===== config.mk =====
export PLATFORM = sky130hd
export DESIGN_NAME = battery_power_supervisor_unit_flat
export DESIGN_NICKNAME = d
export VERILOG_FILES = /design/src/hdl/bps_pkg.sv /design/src/hdl/bps_in_if.sv /design/src/hdl/bps_out_if.sv /design/src/hdl/bps_cfg_regs.sv /design/src/hdl/bps_eval.sv /design/src/hdl/battery_power_supervisor_unit.sv /design/src/flat_wrapper.sv
export SDC_FILE = /design/constraint.sdc
export NUM_CORES = 1
export LEC_CHECK = 0
export ABC_CLOCK_PERIOD_IN_PS = 23600
export BUFFER_PORTS_ARGS = -buffer_cell sky130_fd_sc_hd__buf_4
export CAP_MARGIN = 20
export CORE_ASPECT_RATIO = 1.75
export CORE_UTILIZATION = 40
export DETAILED_ROUTE_END_ITERATION = 10
export GPL_ROUTABILITY_DRIVEN = 1
export HOLD_SLACK_MARGIN = 0.03
export MAX_ROUTING_LAYER = met4
export PLACE_DENSITY_LB_ADDON = 0.25
export SLEW_MARGIN = 20
export SYNTH_ARGS = -nofsm -noshare
export SYNTH_HDL_FRONTEND = slang
export SYNTH_SLANG_ARGS = --single-unit

===== constraint.sdc =====
create_clock -name i_clk -period 23.6 [get_ports i_clk]
set_input_delay 5.9 -clock i_clk [delete_from_list [all_inputs] [get_ports i_clk]]
set_output_delay 5.9 -clock i_clk [all_outputs]
set_load 0.005 [all_outputs]

===== src/hdl/bps_pkg.sv =====
// Shared types and codes for the battery power supervisor.
// Depends on nothing; bps_cfg_regs, bps_eval and the top level import it.
`timescale 1ns / 1ps

package bps_pkg;

    // transaction function codes
    localparam logic [1:0] FUNC_SAMPLE = 2'd0;
    localparam logic [1:0] FUNC_TICK   = 2'd1;
    localparam logic [1:0] FUNC_LINK   = 2'd2;

    // register indexes on the configuration port
    localparam logic [2:0] REG_CRIT_PCT  = 3'd0;
    localparam logic [2:0] REG_LIMIT_PCT = 3'd1;
    localparam logic [2:0] REG_WARN_PCT  = 3'd2;
    localparam logic [2:0] REG_BASE_BRT  = 3'd3;
    localparam logic [2:0] REG_TX_EN     = 3'd4;
    localparam logic [2:0] REG_PWR_DLY   = 3'd5;

    localparam int ADDR_W = 5;

    typedef enum logic [1:0] {
        STG_NORMAL   = 2'd0,
        STG_WARN     = 2'd1,
        STG_LIMIT    = 2'd2,
        STG_CRITICAL = 2'd3
    } t_stage;

    typedef enum logic [2:0] {
        SYS_BOOT     = 3'd0,
        SYS_CONFIG   = 3'd1,
        SYS_ONLINE   = 3'd2,
        SYS_DEGRADED = 3'd3,
        SYS_CRITICAL = 3'd4
    } t_sys_state;

    typedef struct packed {
        logic [6:0]  crit_pct;
        logic [6:0]  limit_pct;
        logic [6:0]  warn_pct;
        logic [7:0]  base_brightness;
        logic        tx_enable;
        logic [15:0] power_off_delay_ms;
    } t_cfg;

    typedef struct packed {
        logic [1:0] func;
        logic [6:0] batt_pct;
        logic       wifi_connected;
        logic       ap_mode;
        logic       mqtt_connected;
    } t_in_item;

    typedef struct packed {
        logic [1:0] stage;
        logic       stage_changed;
        logic [1:0] beep_code;
        logic [2:0] sys_state;
        logic       sys_state_changed;
        logic [7:0] led_level;
        logic       tx_allowed;
        logic       power_off;
    } t_out_item;

    // link bits: [0] wifi, [1] ap mode, [2] broker session
    typedef struct packed {
        logic [6:0]  smoothed_pct;
        t_stage      stage;
        t_sys_state  sys_state;
        logic [2:0]  link_flags;
        logic [15:0] critical_ms;
        logic        power_cut;
    } t_state;

endpackage


===== src/hdl/bps_in_if.sv =====
// Input channel of the battery power supervisor: valid/ready plus item fields.
// No dependencies.
`timescale 1ns / 1ps

interface bps_in_if;
    logic       valid;
    logic       ready;
    logic [1:0] func;
    logic [6:0] batt_pct;
    logic       wifi_connected;
    logic       ap_mode;
    logic       mqtt_connected;

    modport source (output valid, func, batt_pct, wifi_connected, ap_mode,
                    mqtt_connected, input ready);
    modport sink   (input valid, func, batt_pct, wifi_connected, ap_mode,
                    mqtt_connected, output ready);
endinterface


===== src/hdl/bps_out_if.sv =====
// Result channel of the battery power supervisor: valid/ready plus result fields.
// No dependencies.
`timescale 1ns / 1ps

interface bps_out_if;
    logic       valid;
    logic       ready;
    logic [1:0] stage;
    logic       stage_changed;
    logic [1:0] beep_code;
    logic [2:0] sys_state;
    logic       sys_state_changed;
    logic [7:0] led_level;
    logic       tx_allowed;
    logic       power_off;

    modport source (output valid, stage, stage_changed, beep_code, sys_state,
                    sys_state_changed, led_level, tx_allowed, power_off,
                    input ready);
    modport sink   (input valid, stage, stage_changed, beep_code, sys_state,
                    sys_state_changed, led_level, tx_allowed, power_off,
                    output ready);
endinterface


===== src/hdl/bps_cfg_regs.sv =====
// APB-style configuration registers of the battery power supervisor.
// Depends on bps_pkg.
`timescale 1ns / 1ps

module bps_cfg_regs (
    input  logic                        i_clk,
    input  logic                        i_rst_n,
    input  logic                        psel,
    input  logic                        penable,
    input  logic                        pwrite,
    input  logic [bps_pkg::ADDR_W-1:0]  paddr,
    input  logic [31:0]                 pwdata,
    output logic [31:0]                 prdata,
    output logic                        pready,
    output bps_pkg::t_cfg               o_cfg
);
    import bps_pkg::*;

    t_cfg       r_cfg;
    logic [2:0] w_idx;
    logic       w_wr;

    assign pready = 1'b1;
    assign w_idx  = paddr[4:2];
    assign w_wr   = psel && penable && pwrite && pready;
    assign o_cfg  = r_cfg;

    always_ff @(posedge i_clk) begin
        if (!i_rst_n) begin
            r_cfg.crit_pct           <= 7'd5;
            r_cfg.limit_pct          <= 7'd10;
            r_cfg.warn_pct           <= 7'd20;
            r_cfg.base_brightness    <= 8'd255;
            r_cfg.tx_enable          <= 1'b1;
            r_cfg.power_off_delay_ms <= 16'd5000;
        end else if (w_wr) begin
            case (w_idx)
                REG_CRIT_PCT:  r_cfg.crit_pct           <= pwdata[6:0];
                REG_LIMIT_PCT: r_cfg.limit_pct          <= pwdata[6:0];
                REG_WARN_PCT:  r_cfg.warn_pct           <= pwdata[6:0];
                REG_BASE_BRT:  r_cfg.base_brightness    <= pwdata[7:0];
                REG_TX_EN:     r_cfg.tx_enable          <= pwdata[0];
                REG_PWR_DLY:   r_cfg.power_off_delay_ms <= pwdata[15:0];
                default: ;
            endcase
        end
    end

    always_comb begin
        case (w_idx)
            REG_CRIT_PCT:  prdata = {25'd0, r_cfg.crit_pct};
            REG_LIMIT_PCT: prdata = {25'd0, r_cfg.limit_pct};
            REG_WARN_PCT:  prdata = {25'd0, r_cfg.warn_pct};
            REG_BASE_BRT:  prdata = {24'd0, r_cfg.base_brightness};
            REG_TX_EN:     prdata = {31'd0, r_cfg.tx_enable};
            REG_PWR_DLY:   prdata = {16'd0, r_cfg.power_off_delay_ms};
            default:       prdata = 32'd0;
        endcase
    end

endmodule


===== src/hdl/bps_eval.sv =====
// Per-transaction evaluation: next supervisor state and the result fields.
// Purely combinational; depends on bps_pkg.
`timescale 1ns / 1ps

module bps_eval (
    input  bps_pkg::t_state    i_state,
    input  bps_pkg::t_in_item  i_item,
    input  bps_pkg::t_cfg      i_cfg,
    output bps_pkg::t_state    o_state,
    output bps_pkg::t_out_item o_result
);
    import bps_pkg::*;

    localparam logic [7:0] LED_KNEE_WARN  = 8'd40;
    localparam logic [7:0] LED_FLOOR_WARN = 8'd20;
    localparam logic [7:0] LED_KNEE_LIM   = 8'd30;
    localparam logic [7:0] LED_FLOOR_LIM  = 8'd10;
    // x/10 == (x*6554)>>16 for x below 16384
    localparam logic [23:0] RECIP_TEN     = 24'd6554;

    function automatic t_stage stage_of(input logic [6:0] p, input t_cfg c);
        t_stage s;
        if (p <= c.crit_pct)       s = STG_CRITICAL;
        else if (p <= c.limit_pct) s = STG_LIMIT;
        else if (p <= c.warn_pct)  s = STG_WARN;
        else                       s = STG_NORMAL;
        return s;
    endfunction

    logic [10:0] w_blend;
    logic [23:0] w_prod;
    logic [6:0]  w_smooth;
    t_stage      w_new_stage;
    t_state      w_nxt;
    t_sys_state  w_sys;
    logic        w_stg_chg;
    logic [1:0]  w_beep;
    logic        w_sys_chg;
    logic [7:0]  w_led1;
    logic [7:0]  w_led2;
    logic        w_at_limit;

    assign w_blend     = 11'(i_state.smoothed_pct) * 11'd7 + 11'(i_item.batt_pct) * 11'd3;
    assign w_prod      = 24'(w_blend) * RECIP_TEN;
    assign w_smooth    = w_prod[22:16];
    assign w_new_stage = stage_of(w_smooth, i_cfg);

    always_comb begin
        w_nxt     = i_state;
        w_stg_chg = 1'b0;
        w_beep    = 2'd0;
        case (i_item.func)
            FUNC_SAMPLE: begin
                w_nxt.smoothed_pct = w_smooth;
                if (w_new_stage != i_state.stage) begin
                    w_nxt.stage = w_new_stage;
                    w_stg_chg   = 1'b1;
                    w_beep      = w_new_stage;
                end
            end
            FUNC_TICK: begin
                if (i_state.sys_state == SYS_CRITICAL && i_state.critical_ms != 16'hFFFF)
                    w_nxt.critical_ms = i_state.critical_ms + 16'd1;
            end
            FUNC_LINK: begin
                w_nxt.link_flags = {i_item.mqtt_connected, i_item.ap_mode,
                                    i_item.wifi_connected};
            end
            default: ;
        endcase

        if (w_nxt.stage == STG_CRITICAL)                    w_sys = SYS_CRITICAL;
        else if (w_nxt.link_flags[1])                       w_sys = SYS_CONFIG;
        else if (w_nxt.link_flags[0] && w_nxt.link_flags[2]
                 && w_nxt.stage == STG_NORMAL)              w_sys = SYS_ONLINE;
        else                                                w_sys = SYS_DEGRADED;

        w_sys_chg       = (w_sys != i_state.sys_state);
        w_nxt.sys_state = w_sys;
        if (w_sys != SYS_CRITICAL)
            w_nxt.critical_ms = 16'd0;
        else if (w_nxt.critical_ms > i_cfg.power_off_delay_ms)
            w_nxt.power_cut = 1'b1;
    end

    // LED halving with floors; limit and critical apply both steps
    assign w_at_limit = (w_nxt.stage == STG_LIMIT) || (w_nxt.stage == STG_CRITICAL);

    always_comb begin
        w_led1 = i_cfg.base_brightness;
        if (w_nxt.stage != STG_NORMAL)
            w_led1 = (i_cfg.base_brightness > LED_KNEE_WARN) ?
                     (i_cfg.base_brightness >> 1) : LED_FLOOR_WARN;
        w_led2 = w_led1;
        if (w_at_limit)
            w_led2 = (w_led1 > LED_KNEE_LIM) ? (w_led1 >> 1) : LED_FLOOR_LIM;
    end

    assign o_state                    = w_nxt;
    assign o_result.stage             = w_nxt.stage;
    assign o_result.stage_changed     = w_stg_chg;
    assign o_result.beep_code         = w_beep;
    assign o_result.sys_state         = w_nxt.sys_state;
    assign o_result.sys_state_changed = w_sys_chg;
    assign o_result.led_level         = w_led2;
    assign o_result.tx_allowed        = i_cfg.tx_enable && !w_at_limit;
    assign o_result.power_off         = w_nxt.power_cut;

endmodule


===== src/hdl/battery_power_supervisor_unit.sv =====
// Battery power supervisor, top level: input register, state, result register.
// Depends on bps_pkg, bps_in_if, bps_out_if, bps_cfg_regs and bps_eval.
//
// Usage:
//   i_in  carries one transaction per item: a battery sample (func 0), a
//         one millisecond tick (func 1) or a link status update (func 2).
//   o_out returns exactly one result transaction per input transaction,
//         in order: stage, beep code, system state, LED level, tx permit
//         and the latched power-off flag.
//   APB   port sets thresholds, brightness, tx enable and power-off delay;
//         write it only while no transaction is in flight. pready is tied
//         high, reads are zero-wait.
// Timing: an item lands in the input register at its accept edge and its
//   result is loaded into the output register once that slot is free or
//   being drained, and that register drives o_out.valid. The evaluate stage
//   (one constant multiply for the smoothing divide, three threshold compares)
//   is combinational; one item per cycle is sustained while o_out.ready is high.
// Stall: with o_out.ready low the result holds, the input register keeps
//   one item and i_in.ready drops once both are full; nothing is lost.
// Reset (i_rst_n low, synchronous): both stages empty, smoothed percent 100,
//   stage normal, system state boot, registers at their defaults.
`timescale 1ns / 1ps

module battery_power_supervisor_unit (
    input  logic                        i_clk,
    input  logic                        i_rst_n,
    bps_in_if.sink                      i_in,
    bps_out_if.source                   o_out,
    input  logic                        psel,
    input  logic                        penable,
    input  logic                        pwrite,
    input  logic [bps_pkg::ADDR_W-1:0]  paddr,
    input  logic [31:0]                 pwdata,
    output logic [31:0]                 prdata,
    output logic                        pready
);
    import bps_pkg::*;

    t_cfg      w_cfg;
    t_in_item  r_in;
    logic      r_in_vld;
    t_out_item r_out;
    logic      r_out_vld;
    t_state    r_state;
    t_state    n_state;
    t_out_item n_out;
    logic      w_accept;
    logic      w_adv;

    bps_cfg_regs u_cfg (
        .i_clk   (i_clk),
        .i_rst_n (i_rst_n),
        .psel    (psel),
        .penable (penable),
        .pwrite  (pwrite),
        .paddr   (paddr),
        .pwdata  (pwdata),
        .prdata  (prdata),
        .pready  (pready),
        .o_cfg   (w_cfg)
    );

    bps_eval u_eval (
        .i_state  (r_state),
        .i_item   (r_in),
        .i_cfg    (w_cfg),
        .o_state  (n_state),
        .o_result (n_out)
    );

    // evaluate moves forward when the result slot is free or being drained
    assign w_adv      = r_in_vld && (!r_out_vld || o_out.ready);
    assign i_in.ready = !r_in_vld || w_adv;
    assign w_accept   = i_in.valid && i_in.ready;

    // input register
    always_ff @(posedge i_clk) begin
        if (!i_rst_n) begin
            r_in_vld <= 1'b0;
        end else if (w_accept) begin
            r_in_vld <= 1'b1;
        end else if (w_adv) begin
            r_in_vld <= 1'b0;
        end
    end

    always_ff @(posedge i_clk) begin
        if (w_accept) begin
            r_in.func           <= i_in.func;
            r_in.batt_pct       <= i_in.batt_pct;
            r_in.wifi_connected <= i_in.wifi_connected;
            r_in.ap_mode        <= i_in.ap_mode;
            r_in.mqtt_connected <= i_in.mqtt_connected;
        end
    end

    // supervisor state, updated once per evaluated transaction
    always_ff @(posedge i_clk) begin
        if (!i_rst_n) begin
            r_state.smoothed_pct <= 7'd100;
            r_state.stage        <= STG_NORMAL;
            r_state.sys_state    <= SYS_BOOT;
            r_state.link_flags   <= 3'd0;
            r_state.critical_ms  <= 16'd0;
            r_state.power_cut    <= 1'b0;
        end else if (w_adv) begin
            r_state <= n_state;
        end
    end

    // result register
    always_ff @(posedge i_clk) begin
        if (!i_rst_n) begin
            r_out_vld <= 1'b0;
        end else if (w_adv) begin
            r_out_vld <= 1'b1;
        end else if (o_out.ready) begin
            r_out_vld <= 1'b0;
        end
    end

    always_ff @(posedge i_clk) begin
        if (w_adv) begin
            r_out <= n_out;
        end
    end

    assign o_out.valid             = r_out_vld;
    assign o_out.stage             = r_out.stage;
    assign o_out.stage_changed     = r_out.stage_changed;
    assign o_out.beep_code         = r_out.beep_code;
    assign o_out.sys_state         = r_out.sys_state;
    assign o_out.sys_state_changed = r_out.sys_state_changed;
    assign o_out.led_level         = r_out.led_level;
    assign o_out.tx_allowed        = r_out.tx_allowed;
    assign o_out.power_off         = r_out.power_off;

    // power cut is latched until reset
    a_cut_latched: assert property (@(posedge i_clk) disable iff (!i_rst_n)
        r_state.power_cut |=> r_state.power_cut)
        else $error("power cut released");

    // tick counter only runs in critical power state
    a_ms_cleared: assert property (@(posedge i_clk) disable iff (!i_rst_n)
        (r_state.sys_state != SYS_CRITICAL) |-> (r_state.critical_ms == 16'd0))
        else $error("critical_ms nonzero outside critical state");

    // beep follows the stage only on a change
    a_beep_rule: assert property (@(posedge i_clk) disable iff (!i_rst_n)
        r_out_vld |-> (r_out.beep_code == (r_out.stage_changed ? r_out.stage : 2'd0)))
        else $error("beep code inconsistent with stage change");

    // tx never permitted at limit or critical
    a_tx_rule: assert property (@(posedge i_clk) disable iff (!i_rst_n)
        (r_out_vld && r_out.tx_allowed) |-> (r_out.stage[1] == 1'b0))
        else $error("tx allowed at limit stage or above");

    // a held item is not dropped while the result side stalls
    a_in_kept: assert property (@(posedge i_clk) disable iff (!i_rst_n)
        (r_in_vld && !w_adv) |=> r_in_vld)
        else $error("input register lost a transaction");

endmodule

===== src/flat_wrapper.sv =====
// flat-port wrapper written by rule: the top's interface ports become plain ports
module battery_power_supervisor_unit_flat import bps_pkg::*;
  (i_clk, i_rst_n, psel, penable, pwrite, paddr, pwdata, prdata, pready, i_in_valid, i_in_func, i_in_batt_pct, i_in_wifi_connected, i_in_ap_mode, i_in_mqtt_connected, i_in_ready, o_out_valid, o_out_stage, o_out_stage_changed, o_out_beep_code, o_out_sys_state, o_out_sys_state_changed, o_out_led_level, o_out_tx_allowed, o_out_power_off, o_out_ready);
  bps_in_if i_in_i ();
  bps_out_if o_out_i ();
  input  logic i_clk;
  input  logic i_rst_n;
  input  logic psel;
  input  logic penable;
  input  logic pwrite;
  input  logic [bps_pkg::ADDR_W-1:0] paddr;
  input  logic [31:0] pwdata;
  output logic [31:0] prdata;
  output logic pready;
  input wire logic [$bits(i_in_i.valid)-1:0] i_in_valid;
  input wire logic [$bits(i_in_i.func)-1:0] i_in_func;
  input wire logic [$bits(i_in_i.batt_pct)-1:0] i_in_batt_pct;
  input wire logic [$bits(i_in_i.wifi_connected)-1:0] i_in_wifi_connected;
  input wire logic [$bits(i_in_i.ap_mode)-1:0] i_in_ap_mode;
  input wire logic [$bits(i_in_i.mqtt_connected)-1:0] i_in_mqtt_connected;
  output wire logic [$bits(i_in_i.ready)-1:0] i_in_ready;
  output wire logic [$bits(o_out_i.valid)-1:0] o_out_valid;
  output wire logic [$bits(o_out_i.stage)-1:0] o_out_stage;
  output wire logic [$bits(o_out_i.stage_changed)-1:0] o_out_stage_changed;
  output wire logic [$bits(o_out_i.beep_code)-1:0] o_out_beep_code;
  output wire logic [$bits(o_out_i.sys_state)-1:0] o_out_sys_state;
  output wire logic [$bits(o_out_i.sys_state_changed)-1:0] o_out_sys_state_changed;
  output wire logic [$bits(o_out_i.led_level)-1:0] o_out_led_level;
  output wire logic [$bits(o_out_i.tx_allowed)-1:0] o_out_tx_allowed;
  output wire logic [$bits(o_out_i.power_off)-1:0] o_out_power_off;
  input wire logic [$bits(o_out_i.ready)-1:0] o_out_ready;
  assign i_in_i.valid = i_in_valid;
  assign i_in_i.func = i_in_func;
  assign i_in_i.batt_pct = i_in_batt_pct;
  assign i_in_i.wifi_connected = i_in_wifi_connected;
  assign i_in_i.ap_mode = i_in_ap_mode;
  assign i_in_i.mqtt_connected = i_in_mqtt_connected;
  assign i_in_ready = i_in_i.ready;
  assign o_out_valid = o_out_i.valid;
  assign o_out_stage = o_out_i.stage;
  assign o_out_stage_changed = o_out_i.stage_changed;
  assign o_out_beep_code = o_out_i.beep_code;
  assign o_out_sys_state = o_out_i.sys_state;
  assign o_out_sys_state_changed = o_out_i.sys_state_changed;
  assign o_out_led_level = o_out_i.led_level;
  assign o_out_tx_allowed = o_out_i.tx_allowed;
  assign o_out_power_off = o_out_i.power_off;
  assign o_out_i.ready = o_out_ready;
  battery_power_supervisor_unit u_core (.i_clk(i_clk), .i_rst_n(i_rst_n), .i_in(i_in_i), .o_out(o_out_i), .psel(psel), .penable(penable), .pwrite(pwrite), .paddr(paddr), .pwdata(pwdata), .prdata(prdata), .pready(pready));
endmodule

Word-level counts from Yosys, hierarchy flattened

Cells that the tools add are included.

Add/subtract/negate cells: 2
Multiply operators: 3
Magnitude comparators: 6
Equality and inequality tests: 14
Muxes and demuxes: 24
Reduce and logical (&&, ||, !) cells: 28

Operators by type and width:

| operator                                                                        | number |
|---|---|
| 16-bit one-hot mux with 6 select lines                                          | 1 |
| 16-bit two-way mux                                                              | 3 |
| 11-bit by 12-bit multiplier with 22-bit output, second input constant           | 1 |
| 7-bit less-or-equal comparator                                                  | 3 |
| 16-bit by 1-bit adder with 16-bit output, second input constant                 | 1 |
| 16-bit greater-than comparator                                                  | 1 |
| 8-bit two-way mux                                                               | 2 |
| 16-bit != test, second input constant                                           | 1 |
| 2-bit AND reduction                                                             | 8 |
| 7-bit two-way mux                                                               | 2 |
| 10-bit by 9-bit adder with 11-bit output                                        | 1 |
| 7-bit by 3-bit multiplier with 10-bit output, second input constant             | 1 |
| 2-bit two-way mux                                                               | 5 |
| 3-bit == test, second input constant                                            | 3 |
| 7-bit by 2-bit multiplier with 9-bit output, second input constant              | 1 |
| 1-bit two-way mux                                                               | 9 |
| 8-bit by 5-bit greater-than comparator with 1-bit output, second input constant | 1 |
| 8-bit by 6-bit greater-than comparator with 1-bit output, second input constant | 1 |
| 1-bit logical AND                                                               | 8 |
| 2-bit == test, second input constant                                            | 3 |
| 3-bit by 2-bit == test with 1-bit output, second input constant                 | 2 |
| 3-bit two-way mux                                                               | 2 |
| 2-bit nonzero test                                                              | 3 |
| 2-bit logical NOT                                                               | 2 |
| 8 further kinds                                                                 | 12 |

Bits in registers: 111
Bits of input ports: 56
Output and inout bits: 54
Word-level logic and storage cells: 104

Depth between registers and ports, before layout

Gate-level depths: netlist (run 1).

Depth after elaboration: 17
Mapped depth: 39
Mapped depth without buffers: 39

Modules after synthesis

A second synthesis (run 1) with hierarchy kept.

Cell total of the unflattened synthesis: 1046
Area total of the unflattened synthesis: 9673.0 um^2

Modules (own cells, without submodules):

| module                        | instances | cells each | area each (um^2) | sequential area each (um^2) |
|---|---|---|---|---|
| bps_eval                      | 1         | 606        | 4931.0           | 0.0 |
| bps_cfg_regs                  | 1         | 260        | 2401.1           | 920.9 |
| battery_power_supervisor_unit | 1         | 180        | 2341.0           | 1611.5 |

Worst setup path before layout (run 1)

No wires, ideal clock.

Kind: input -> output
From: input port paddr[2] (netlist name)
To: output port prdata[5]
Data arrival time: 6.833 ns
Data required time: 17.700 ns
Slack: 10.867 ns
Stages: 4
Buffers on the path: 1
Cell sequence: buf_1 -> mux4_2 -> inv_1 -> o21ai_0

Cells in the longest elaborated chain, start to end: 2
Elaborated cells between the ends (all ways): 7
Classes of those cells: eq/ne (5); mux (1); reduce/logical (1)

Ends and longest elaborated chain:

| element                                     | RTL line           | RTL |
|---|---|---|
| start: declaration                          | flat_wrapper.sv:11 | `input logic [bps_pkg::ADDR_W-1:0] paddr;` |
| 3-bit == test, or another cell as far along | bps_cfg_regs.sv:50 | `case (w_idx)` |
| 16-bit one-hot mux with 6 select lines *    | bps_cfg_regs.sv:50 |  |
| end: declaration                            | flat_wrapper.sv:13 | `output logic [31:0] prdata;` |

Every way passes the cells marked *; elsewhere a longest branch is shown, timed or not.

Worst setup path in the final report (run 1)

Same ends and word-level chain as after synthesis.

==> flow_metrics.tcl, run 1 <==
set metrics [dict create \
    crit_slowest_cell "nor2b_1" \
    cts.path.max_buffers 2 \
    syn_area_um2 9130 \
    reg2reg_from "u_core.r_state[26]" \
    vias_per_cell 5.10 \
    fin_crit_ns 13.41 \
    dpl_worst_slack_ns 10.21 \
    drc 0 \
    yosysUniqueCellTypes 71 \
    cts_resized 0 \
    cp_common_cell "buf_4" \
    fp-row-count 72 \
    chipHeight_um 202 \
    finalHoldViolations 0 \
    die_x_um 116 \
    grt_max_degree 91 \
    cts_tree "done" \
    netlist_instances 1014 \
    path_max_fanout 21 \
    finalMaxSlewViolations 0 \
    drive_gt1_share_pct 10.8 \
    ys_ff_latch 111 \
    cpPeakStageDelay_ns 0.73 \
    max-cap-violations 0 \
    portBuffers 74 \
    cts.sinks 111 \
    dr.pass1.iters 4 \
    worst-r2r-setup-slack_ns 12.75 \
    diodes 0 \
    syn_to_final_growth_pct 11.3 \
    post_synth.cell_area_avg_um2 9.01 \
    critPathTopFamily "simple AND/OR/NAND/NOR gates" \
    postLayoutSetupSlackWorst_ns 10.19 \
    dieArea_um2 23500 \
    rr_endpoint "u_core.r_state[11]" \
    rsz0062_at_grt "false" \
    post-dp-hpwl_um 17700 \
    status "finished, final reports clean" \
    finalClockSkew_ns 0.0150 \
    gp_congestion 0.876 \
    cp_num_buf_inv 2 \
    top_level_ports 110 \
    start_util_pct 41.0 \
    clk_pin_slew_ns 0.08 \
    gr-total-overflow 0 \
    htreeDepth 3 \
    fmax_mhz 74.6 \
    finalWirelength_um 21900 \
    grt_pass1_vias 6903 \
    cp.required_ns 17.70 \
    tightest_slew_ns 0.865 \
    final.setup.tns_ns 0 \
    fin_hold_ws_ns 0.475 \
    antenna_found_initial 0 \
    cts_root_buf "clkbuf_16" \
    cts_hold_buf 0 \
    coreArea_um2 22300 \
    setup_violations 0 \
    synth_async_sr_flop_share_pct 0 \
    fin_crit_sh_pct 56.8 \
    grt_pass1_wl_um 35000 \
    layout.nets 1287 \
    layout_commonest_cell "inv_1" \
    slew_headroom_pct 42.2 \
    grt_usage_pct 20.2 \
    numCtsBuffers 9 \
    vias 6982 \
    worst-path-stages 6 \
    hold_class "flip-flop to flip-flop" \
    critical_path_class "input pin to primary output" \
    crit_end "prdata[5]" \
    startpoint_type "input pin" \
    cts_setup_buffers 0 \
    clk_latency_ns 0.36 \
    layout_common_cells "inv_1, nand2_1, ha_1" \
    cp-end-kind "primary output" \
    ant_nets 0 \
    yosysSeqAreaShare_pct 27.7 \
    synth_edf_count 31 \
    arrival_ns 7.51 \
    crit_chain "buf_4 > nor2b_1 > and2_1 > nand2_1 > o21ai_0 > buf_4" \
    wl_per_cell_um 16.0 \
    postSynth.topFlopCell "dfxtp_1" \
    rr_worst_depth 37 \
    worstSetupStartpoint "paddr[2]" \
    drtIter0Drc 341 \
    yosys_warnings 0 \
]
[final cells by class]
class / count / area [um2]
sequential: 111 / 2530
timing repair buffer: 76 / 571
tap: 296 / 370
multi-input combinational: 712 / 5800
clock buffer: 9 / 225
fill: 2244 / 12100
inverter: 157 / 589
clock inverter: 7 / 78.8
[how the worst min path moves through the flow]
stage                                start                     end  cells after the start
floorplan           u_core.u_cfg.o_cfg[40]  u_core.u_cfg.o_cfg[40]                      2
global placement    u_core.u_cfg.o_cfg[40]  u_core.u_cfg.o_cfg[40]                      2
detailed placement  u_core.u_cfg.o_cfg[40]  u_core.u_cfg.o_cfg[40]                      2
CTS                 u_core.u_cfg.o_cfg[40]  u_core.u_cfg.o_cfg[40]                      2
global route        u_core.u_cfg.o_cfg[14]  u_core.u_cfg.o_cfg[14]                      2
finish              u_core.u_cfg.o_cfg[40]  u_core.u_cfg.o_cfg[40]                      2
[worst register-to-register path, delay by kind of cell (launching register included)]
kind            cells  cell delay [ns]
fa+ha+maj          10             4.57
buf+inv             7             0.91
compound gates     10             2.36
flops               1             0.37
xor+xnor            3             1.08
simple gates        7             1.46
[cells in the mapped netlist, types with 4 or more instances]
| cell | instances | area (um2) |
|---|---|---|
| or2_2 | 4 | 25.0 |
| o22ai_1 | 11 | 68.8 |
| dfxtp_1 | 80 | 1600 |
| and3_4 | 4 | 45.0 |
| fa_1 | 49 | 981 |
| nor2b_1 | 26 | 163 |
| and2_1 | 11 | 68.8 |
| nand4b_1 | 8 | 70.1 |
| nand3_1 | 40 | 200 |
| mux2i_1 | 21 | 210 |
| nand2b_1 | 5 | 31.3 |
| a21oi_1 | 32 | 160 |
| nand2_1 | 123 | 462 |
| xor2_1 | 10 | 87.6 |
| nor3_1 | 5 | 25.0 |
| clkbuf_1 | 25 | 93.8 |
| inv_1 | 155 | 582 |
| buf_4 | 19 | 143 |
| ha_1 | 115 | 1440 |
| xnor2_1 | 26 | 228 |
| o211ai_1 | 11 | 82.6 |
| a21boi_0 | 27 | 203 |
| o21a_1 | 9 | 67.6 |
| and3_1 | 13 | 81.3 |
| a22oi_1 | 9 | 67.6 |
| a21o_1 | 13 | 97.6 |
| nand4_1 | 10 | 62.6 |
| o21ai_0 | 33 | 165 |
| nor2_1 | 26 | 97.6 |
| edfxtp_1 | 31 | 931 |
[flip-flops by register name (all words and copies together), names as in the netlist]
signal and cells:
u_core.o_out.beep_code 2, u_core.o_out.led_level 8, u_core.o_out.power_off 1, u_core.o_out.stage 2, u_core.o_out.stage_changed 1, u_core.o_out.sys_state 3, u_core.o_out.sys_state_changed 1, u_core.o_out.tx_allowed 1
u_core.o_out.valid 1, u_core.r_in 12, u_core.r_in_vld 1, u_core.r_state 32, u_core.u_cfg.o_cfg 46
[cells by family (layout without fill, tap and decap cells)]
logic type                 after synthesis  in the layout  synth area share (%)
and+or+nand+nor                        292            292                  16.0
buffers and inverters                  206            249                  9.42
AOI/OAI and AO/OA                      176            176                  13.5
adders and majority gates              164            164                  26.5
DFF                                    111            111                  27.7
xor gates and xnor gates                37             37                  3.63
muxes                                   26             26                  3.16
other                                    2             17                0.0822
[metal layers]
metal  vias to the layer above  GRT usage [%]  routed length (um)
met1                      3352           19.5                7740
met4                         0           7.97                 759
met5                         -              -                   0
li1                       3488              -                   -
met3                        31           1.74                 370
met2                       111           39.7               13000
[metrics by stage]
stage	instance area (um2)	utilization (%)	instances
floorplan	9190	-	1029
global placement	9860	44.3	1352
detailed placement	9860	44.3	1352
CTS	10200	45.7	1368
global route	10200	45.7	1368
finish	10200	45.7	1368
Power of run 1 is not shown: default switching activity piles up to over one toggle a cycle in this logic, so the estimate is an artifact.
==> inputs of run 2 (changes only) <==
--- a/config.mk
+++ b/config.mk
@@ -5,7 +5,7 @@
 export SDC_FILE = /design/constraint.sdc
 export NUM_CORES = 1
 export LEC_CHECK = 0
-export ABC_CLOCK_PERIOD_IN_PS = 23600
+export ABC_CLOCK_PERIOD_IN_PS = 12200
 export BUFFER_PORTS_ARGS = -buffer_cell sky130_fd_sc_hd__buf_4
 export CAP_MARGIN = 20
 export CORE_ASPECT_RATIO = 1.75
==> constraint.sdc (replaced) <==
create_clock -name i_clk -period 12.2 [get_ports i_clk]
set_input_delay 3.05 -clock i_clk [delete_from_list [all_inputs] [get_ports i_clk]]
set_output_delay 3.05 -clock i_clk [all_outputs]
set_load 0.005 [all_outputs]
==> run 2 against run 1 <==
Compared with the run above:
- worst hold slack lost 0.0033 ns
- final area barely moved
- clock-buffer cell count is 1 higher
- largest cell class unchanged
- setup slack lost 8.5 ns
- die area did not move
- critical path type is now flip-flop to flip-flop
- via count decreased by 0.14%
- clock skew decreased by 0.0051 ns
- global-route usage rose by 0.33 points
==> flow_metrics.tcl, run 2 (same netlist as run 1, synthesis figures left out) <==
set metrics [dict create \
    hold_class "flip-flop to flip-flop" \
    worst-r2r-setup-slack_ns 1.72 \
    gp_congestion 0.877 \
    layout_commonest_cell "inv_1" \
    wl_per_cell_um 16.2 \
    layout.nets 1288 \
    final.setup.tns_ns 0 \
    finalWirelength_um 22200 \
    cts_root_buf "clkbuf_16" \
    finalHoldViolations 0 \
    setup_violations 0 \
    gr-total-overflow 0 \
    arrival_ns 10.57 \
    dieArea_um2 23500 \
    coreArea_um2 22300 \
    cp.required_ns 12.28 \
    status "finished, final reports clean" \
    rr_worst_depth 33 \
    cts.sinks 111 \
    cts_tree "done" \
    syn_to_final_growth_pct 11.2 \
    multi_input_area_um2 5800 \
    cts_setup_buffers 0 \
    diodes 0 \
    fmax_mhz 95.4 \
    antenna_found_initial 0 \
    vias_per_cell 5.09 \
    largest_register_ffs 46 \
    seq_area_um2 2530 \
    grt_max_degree 91 \
    crit_end "u_core.o_out.led_level[3]" \
    clk_latency_ns 0.36 \
    cts.path.max_buffers 2 \
    finalMaxSlewViolations 0 \
    grt_pass1_vias 7001 \
    startpoint_type "flip-flop" \
    reg2reg_from "u_core.r_in[4]" \
    cp-end-kind "flip-flop" \
    numCtsBuffers 9 \
    clk_pin_slew_ns 0.08 \
    drtIter0Drc 361 \
    tightest_slew_ns 0.996 \
    rr_endpoint "u_core.o_out.led_level[3]" \
    cts_resized 0 \
    post-dp-hpwl_um 17800 \
    start_util_pct 41.0 \
    top_level_ports 110 \
    grt_pass1_wl_um 35400 \
    ant_nets 0 \
    fp-row-count 72 \
    crit_slowest_cell "a2111oi_0" \
    grt_usage_pct 20.6 \
    fin_crit_ns 10.48 \
    worstSetupStartpoint "u_core.r_in[4]" \
    fin_crit_sh_pct 85.9 \
    cp_common_cell "fa_1" \
    vias 6972 \
    cpPeakStageDelay_ns 0.67 \
    chipHeight_um 202 \
    die_x_um 116 \
    dr.pass1.iters 4 \
    slew_headroom_pct 33.6 \
    max-cap-violations 0 \
    path_max_fanout 9 \
    drive_gt1_share_pct 11.0 \
    fillers 2200 \
    cts_hold_buf 0 \
    drc 0 \
    finalClockSkew_ns 0.00989 \
    layout_common_cells "inv_1, nand2_1, ha_1" \
    critical_path_class "flip-flop to flip-flop" \
    htreeDepth 3 \
    rsz0062_at_grt "false" \
    portBuffers 74 \
]
run 2: worst min-delay path by stage:
stage	startpoint	endpoint	slack, ns	cells past startpoint
floorplan	u_core.u_cfg.o_cfg[40]	u_core.u_cfg.o_cfg[40]	0.44	2
global placement	u_core.u_cfg.o_cfg[40]	u_core.u_cfg.o_cfg[40]	0.46	2
detailed placement	u_core.r_state[19]	u_core.r_state[19]	0.46	2
CTS	u_core.r_state[19]	u_core.r_state[19]	0.47	2
global route	u_core.u_cfg.o_cfg[40]	u_core.u_cfg.o_cfg[40]	0.51	2
finish	u_core.r_state[19]	u_core.r_state[19]	0.47	2
run 2: worst max-delay path, delay by kind of cell, from the launching register on:
family | cells | cell delay, ns
buffers and inverters | 4 | 0.22
adder cells (fa/ha/maj) | 10 | 4.86
AND/OR/NAND/NOR | 4 | 0.76
AO/OA/AOI/OAI | 12 | 3.09
multiplexers | 1 | 0.24
flip-flops | 1 | 0.43
XOR/XNOR | 2 | 0.58
run 2: metal layers:
metal	vias to the layer above	share of wire [%]	GRT usage [%]	routed length (um)
met5	-	0	-	0
met4	0	3.9	9.39	860
met3	30	1.3	1.71	291
met2	93	60	40.3	13200
met1	3357	35	19.4	7810
li1	3492	-	-	-
run 2: through the flow:
step	cells	hold WS [ns]	setup slack (ns)	util, %	cell area (um2)
6_report	1369	0.472	1.72	45.6	10200
5_1_grt	1369	0.508	0.988	45.6	10200
4_1_cts	1369	0.473	1.58	45.6	10200
3_5_place_dp	1353	0.463	1.59	44.3	9870
3_3_place_gp	1353	0.459	1.75	44.3	9870
2_1_floorplan	1029	0.443	3.00	-	9190
run 2: area by class of cell:
| cell class | count | share of cell area (%) |
|---|---|---|
| tap | 296 | 3.65 |
| timing repair buffer | 77 | 5.69 |
| sequential | 111 | 24.9 |
| clock inverter | 6 | 0.505 |
| multi-input combinational | 712 | 57.1 |
| clock buffer | 10 | 2.35 |
| inverter | 157 | 5.80 |
Power of run 2 is left out for the same reason.
==> inputs of run 3 (changes only) <==
--- a/config.mk
+++ b/config.mk
@@ -18,4 +18,5 @@
 export SLEW_MARGIN = 20
 export SYNTH_ARGS = -nofsm -noshare
 export SYNTH_HDL_FRONTEND = slang
+export SYNTH_HIERARCHICAL = 1
 export SYNTH_SLANG_ARGS = --single-unit
==> run 3 against run 2 <==
Compared with the run above:
- area after synthesis is 5.9% higher
- setup slack better by 0.092 ns
- sequential share of layout area decreased by 0.91 points
- worst hold slack worse by 0.0098 ns
- global-route usage is 1.2 points lower
- first-iteration DRC count shrank 15%
- critical path depth up 4
- die area is 5.8% higher
- fmax is 0.88% higher
- cell count up 2.0%
- via count up 1.7%
- non-clock buffer count is the same
- critical path type unchanged
==> flow_metrics.tcl, run 3 <==
set metrics [dict create \
    gr-total-overflow 0 \
    grt_pass1_wl_um 36600 \
    coreArea_um2 23500 \
    synth_area_leader_cell "dfxtp_1" \
    rsz0062_at_grt "false" \
    instances_no_fill 1397 \
    max-cap-violations 0 \
    top_level_ports 110 \
    chipHeight_um 208 \
    slew_headroom_pct 36.4 \
    drc 0 \
    start_util_pct 41.1 \
    grt_max_degree 76 \
    cts_resized 0 \
    cts_hold_buf 0 \
    cts_setup_buffers 0 \
    fin_crit_sh_pct 85.2 \
    cp_common_cell "fa_1" \
    drive_gt1_share_pct 12.3 \
    ant_nets 0 \
    finalHoldViolations 0 \
    fin_crit_ns 10.39 \
    postSynth.topFlopCell "dfxtp_1" \
    layout_commonest_cell "inv_1" \
    yosysUniqueCellTypes 78 \
    netlist_instances 1046 \
    cts.sinks 111 \
    dieArea_um2 24800 \
    antenna_found_initial 0 \
    drtIter0Drc 308 \
    cts.path.max_buffers 2 \
    dp_cells 1381 \
    numCtsBuffers 9 \
    cp.required_ns 12.31 \
    final.setup.tns_ns 0 \
    postLayoutCoreUtil_pct 44.8 \
    gp_congestion 0.875 \
    clk_latency_ns 0.37 \
    layout_common_cells "inv_1, nand2_1, ha_1" \
    portBuffers 74 \
    yosys_warnings 6 \
    fp-row-count 74 \
    finalWirelength_um 22400 \
    yosys-top-cells-area "dfxtp_1, ha_1, fa_1" \
    vias_per_cell 5.08 \
    crit_slowest_cell "fa_1" \
    syn_area_um2 9670 \
    fmax_mhz 96.2 \
    reg2reg_from "u_core/r_state[28]" \
    wl_per_cell_um 16.0 \
    cts_root_buf "clkbuf_16" \
    layout.nets 1310 \
    finalMaxSlewViolations 0 \
    synth_top_area_share_pct 16.6 \
    clk_pin_slew_ns 0.08 \
    hold_class "flip-flop to flip-flop" \
    cts_tree "done" \
    path_max_fanout 11 \
    vias 7090 \
    synth_edf_count 31 \
    htreeDepth 3 \
    status "finished, final reports clean" \
    synth_async_sr_flop_share_pct 0 \
    rr_endpoint "u_core/o_out.led_level[4]" \
    worst-r2r-setup-slack_ns 1.81 \
    post-dp-hpwl_um 17900 \
    yosysMostFrequentCell "inv_1" \
    syn_to_final_growth_pct 9.00 \
    cp-end-kind "flip-flop" \
    critical_path_class "flip-flop to flip-flop" \
    yosysSeqAreaShare_pct 26.2 \
    diodes 0 \
    die_x_um 120 \
    ys_ff_latch 111 \
    grt_pass1_vias 7246 \
    synth_common_cells "inv_1, nand2_1, ha_1, dfxtp_1, mux2i_1" \
    setup_violations 0 \
    finalClockSkew_ns 0.0106 \
    worstSetupStartpoint "u_core/r_state[28]" \
    dr.pass1.iters 4 \
    crit_end "u_core/o_out.led_level[4]" \
    grt_usage_pct 19.4 \
    rr_worst_depth 37 \
    tightest_slew_ns 0.954 \
    arrival_ns 10.51 \
    post_synth.cell_area_avg_um2 9.25 \
    largest_register_ffs 46 \
    startpoint_type "flip-flop" \
    cpPeakStageDelay_ns 0.56 \
]
[run 3: worst max-delay path, delay by kind of cell, from the launching register on]
family	cells	cell delay, ns
adders and majority gates	11	4.98
AOI/OAI and AO/OA	10	2.31
and+or+nand+nor	7	1.07
xor gates and xnor gates	2	0.78
buffers and inverters	7	0.60
DFF	1	0.40
[run 3: how the worst min path moves through the flow]
stage          slack, ns            endpoint  cells past startpoint               start
6_report            0.46  u_core/r_state[18]                      2  u_core/r_state[18]
2_1_floorplan       0.43  u_core/r_state[17]                      2  u_core/r_state[17]
3_3_place_gp        0.44  u_core/r_state[17]                      2  u_core/r_state[17]
4_1_cts             0.46  u_core/r_state[18]                      2  u_core/r_state[18]
3_5_place_dp        0.45  u_core/r_state[18]                      2  u_core/r_state[18]
5_1_grt             0.48  u_core/r_state[19]                      2  u_core/r_state[19]
[run 3: per-layer routing]
metal | up-vias | track usage [%] | part of all wire (%)
li1 | 3563 | - | -
met1 | 3365 | 19.5 | 38
met2 | 122 | 37.0 | 57
met3 | 40 | 2.23 | 2.4
met4 | 0 | 7.89 | 3.1
met5 | - | - | 0
[run 3: area by class of cell]
cell class	count	area [um2]
fill	2360	13000
multi-input combinational	727	6150
sequential	111	2530
inverter	162	608
timing repair buffer	77	578
tap	304	380
clock buffer	9	225
clock inverter	7	72.6
[run 3: through the flow]
stage / hold slack, ns / area [um2] / worst slack, ns
2_1_floorplan: 0.432 / 9730 / 3.11
3_3_place_gp: 0.440 / 10200 / 1.81
3_5_place_dp: 0.446 / 10200 / 1.73
4_1_cts: 0.462 / 10500 / 1.70
5_1_grt: 0.481 / 10500 / 0.968
6_report: 0.462 / 10500 / 1.81
[run 3: logic make-up after synthesis]
group           after synthesis  synth area share [%]
xor+xnor                     36                  3.26
buf+inv                     223                  10.9
other cells                   2                0.0776
flops                       111                  26.2
fa+ha+maj                   166                  25.2
compound gates              130                  9.35
mux                          91                  9.77
simple gates                287                  15.3
Power of run 3 is left out for the same reason.
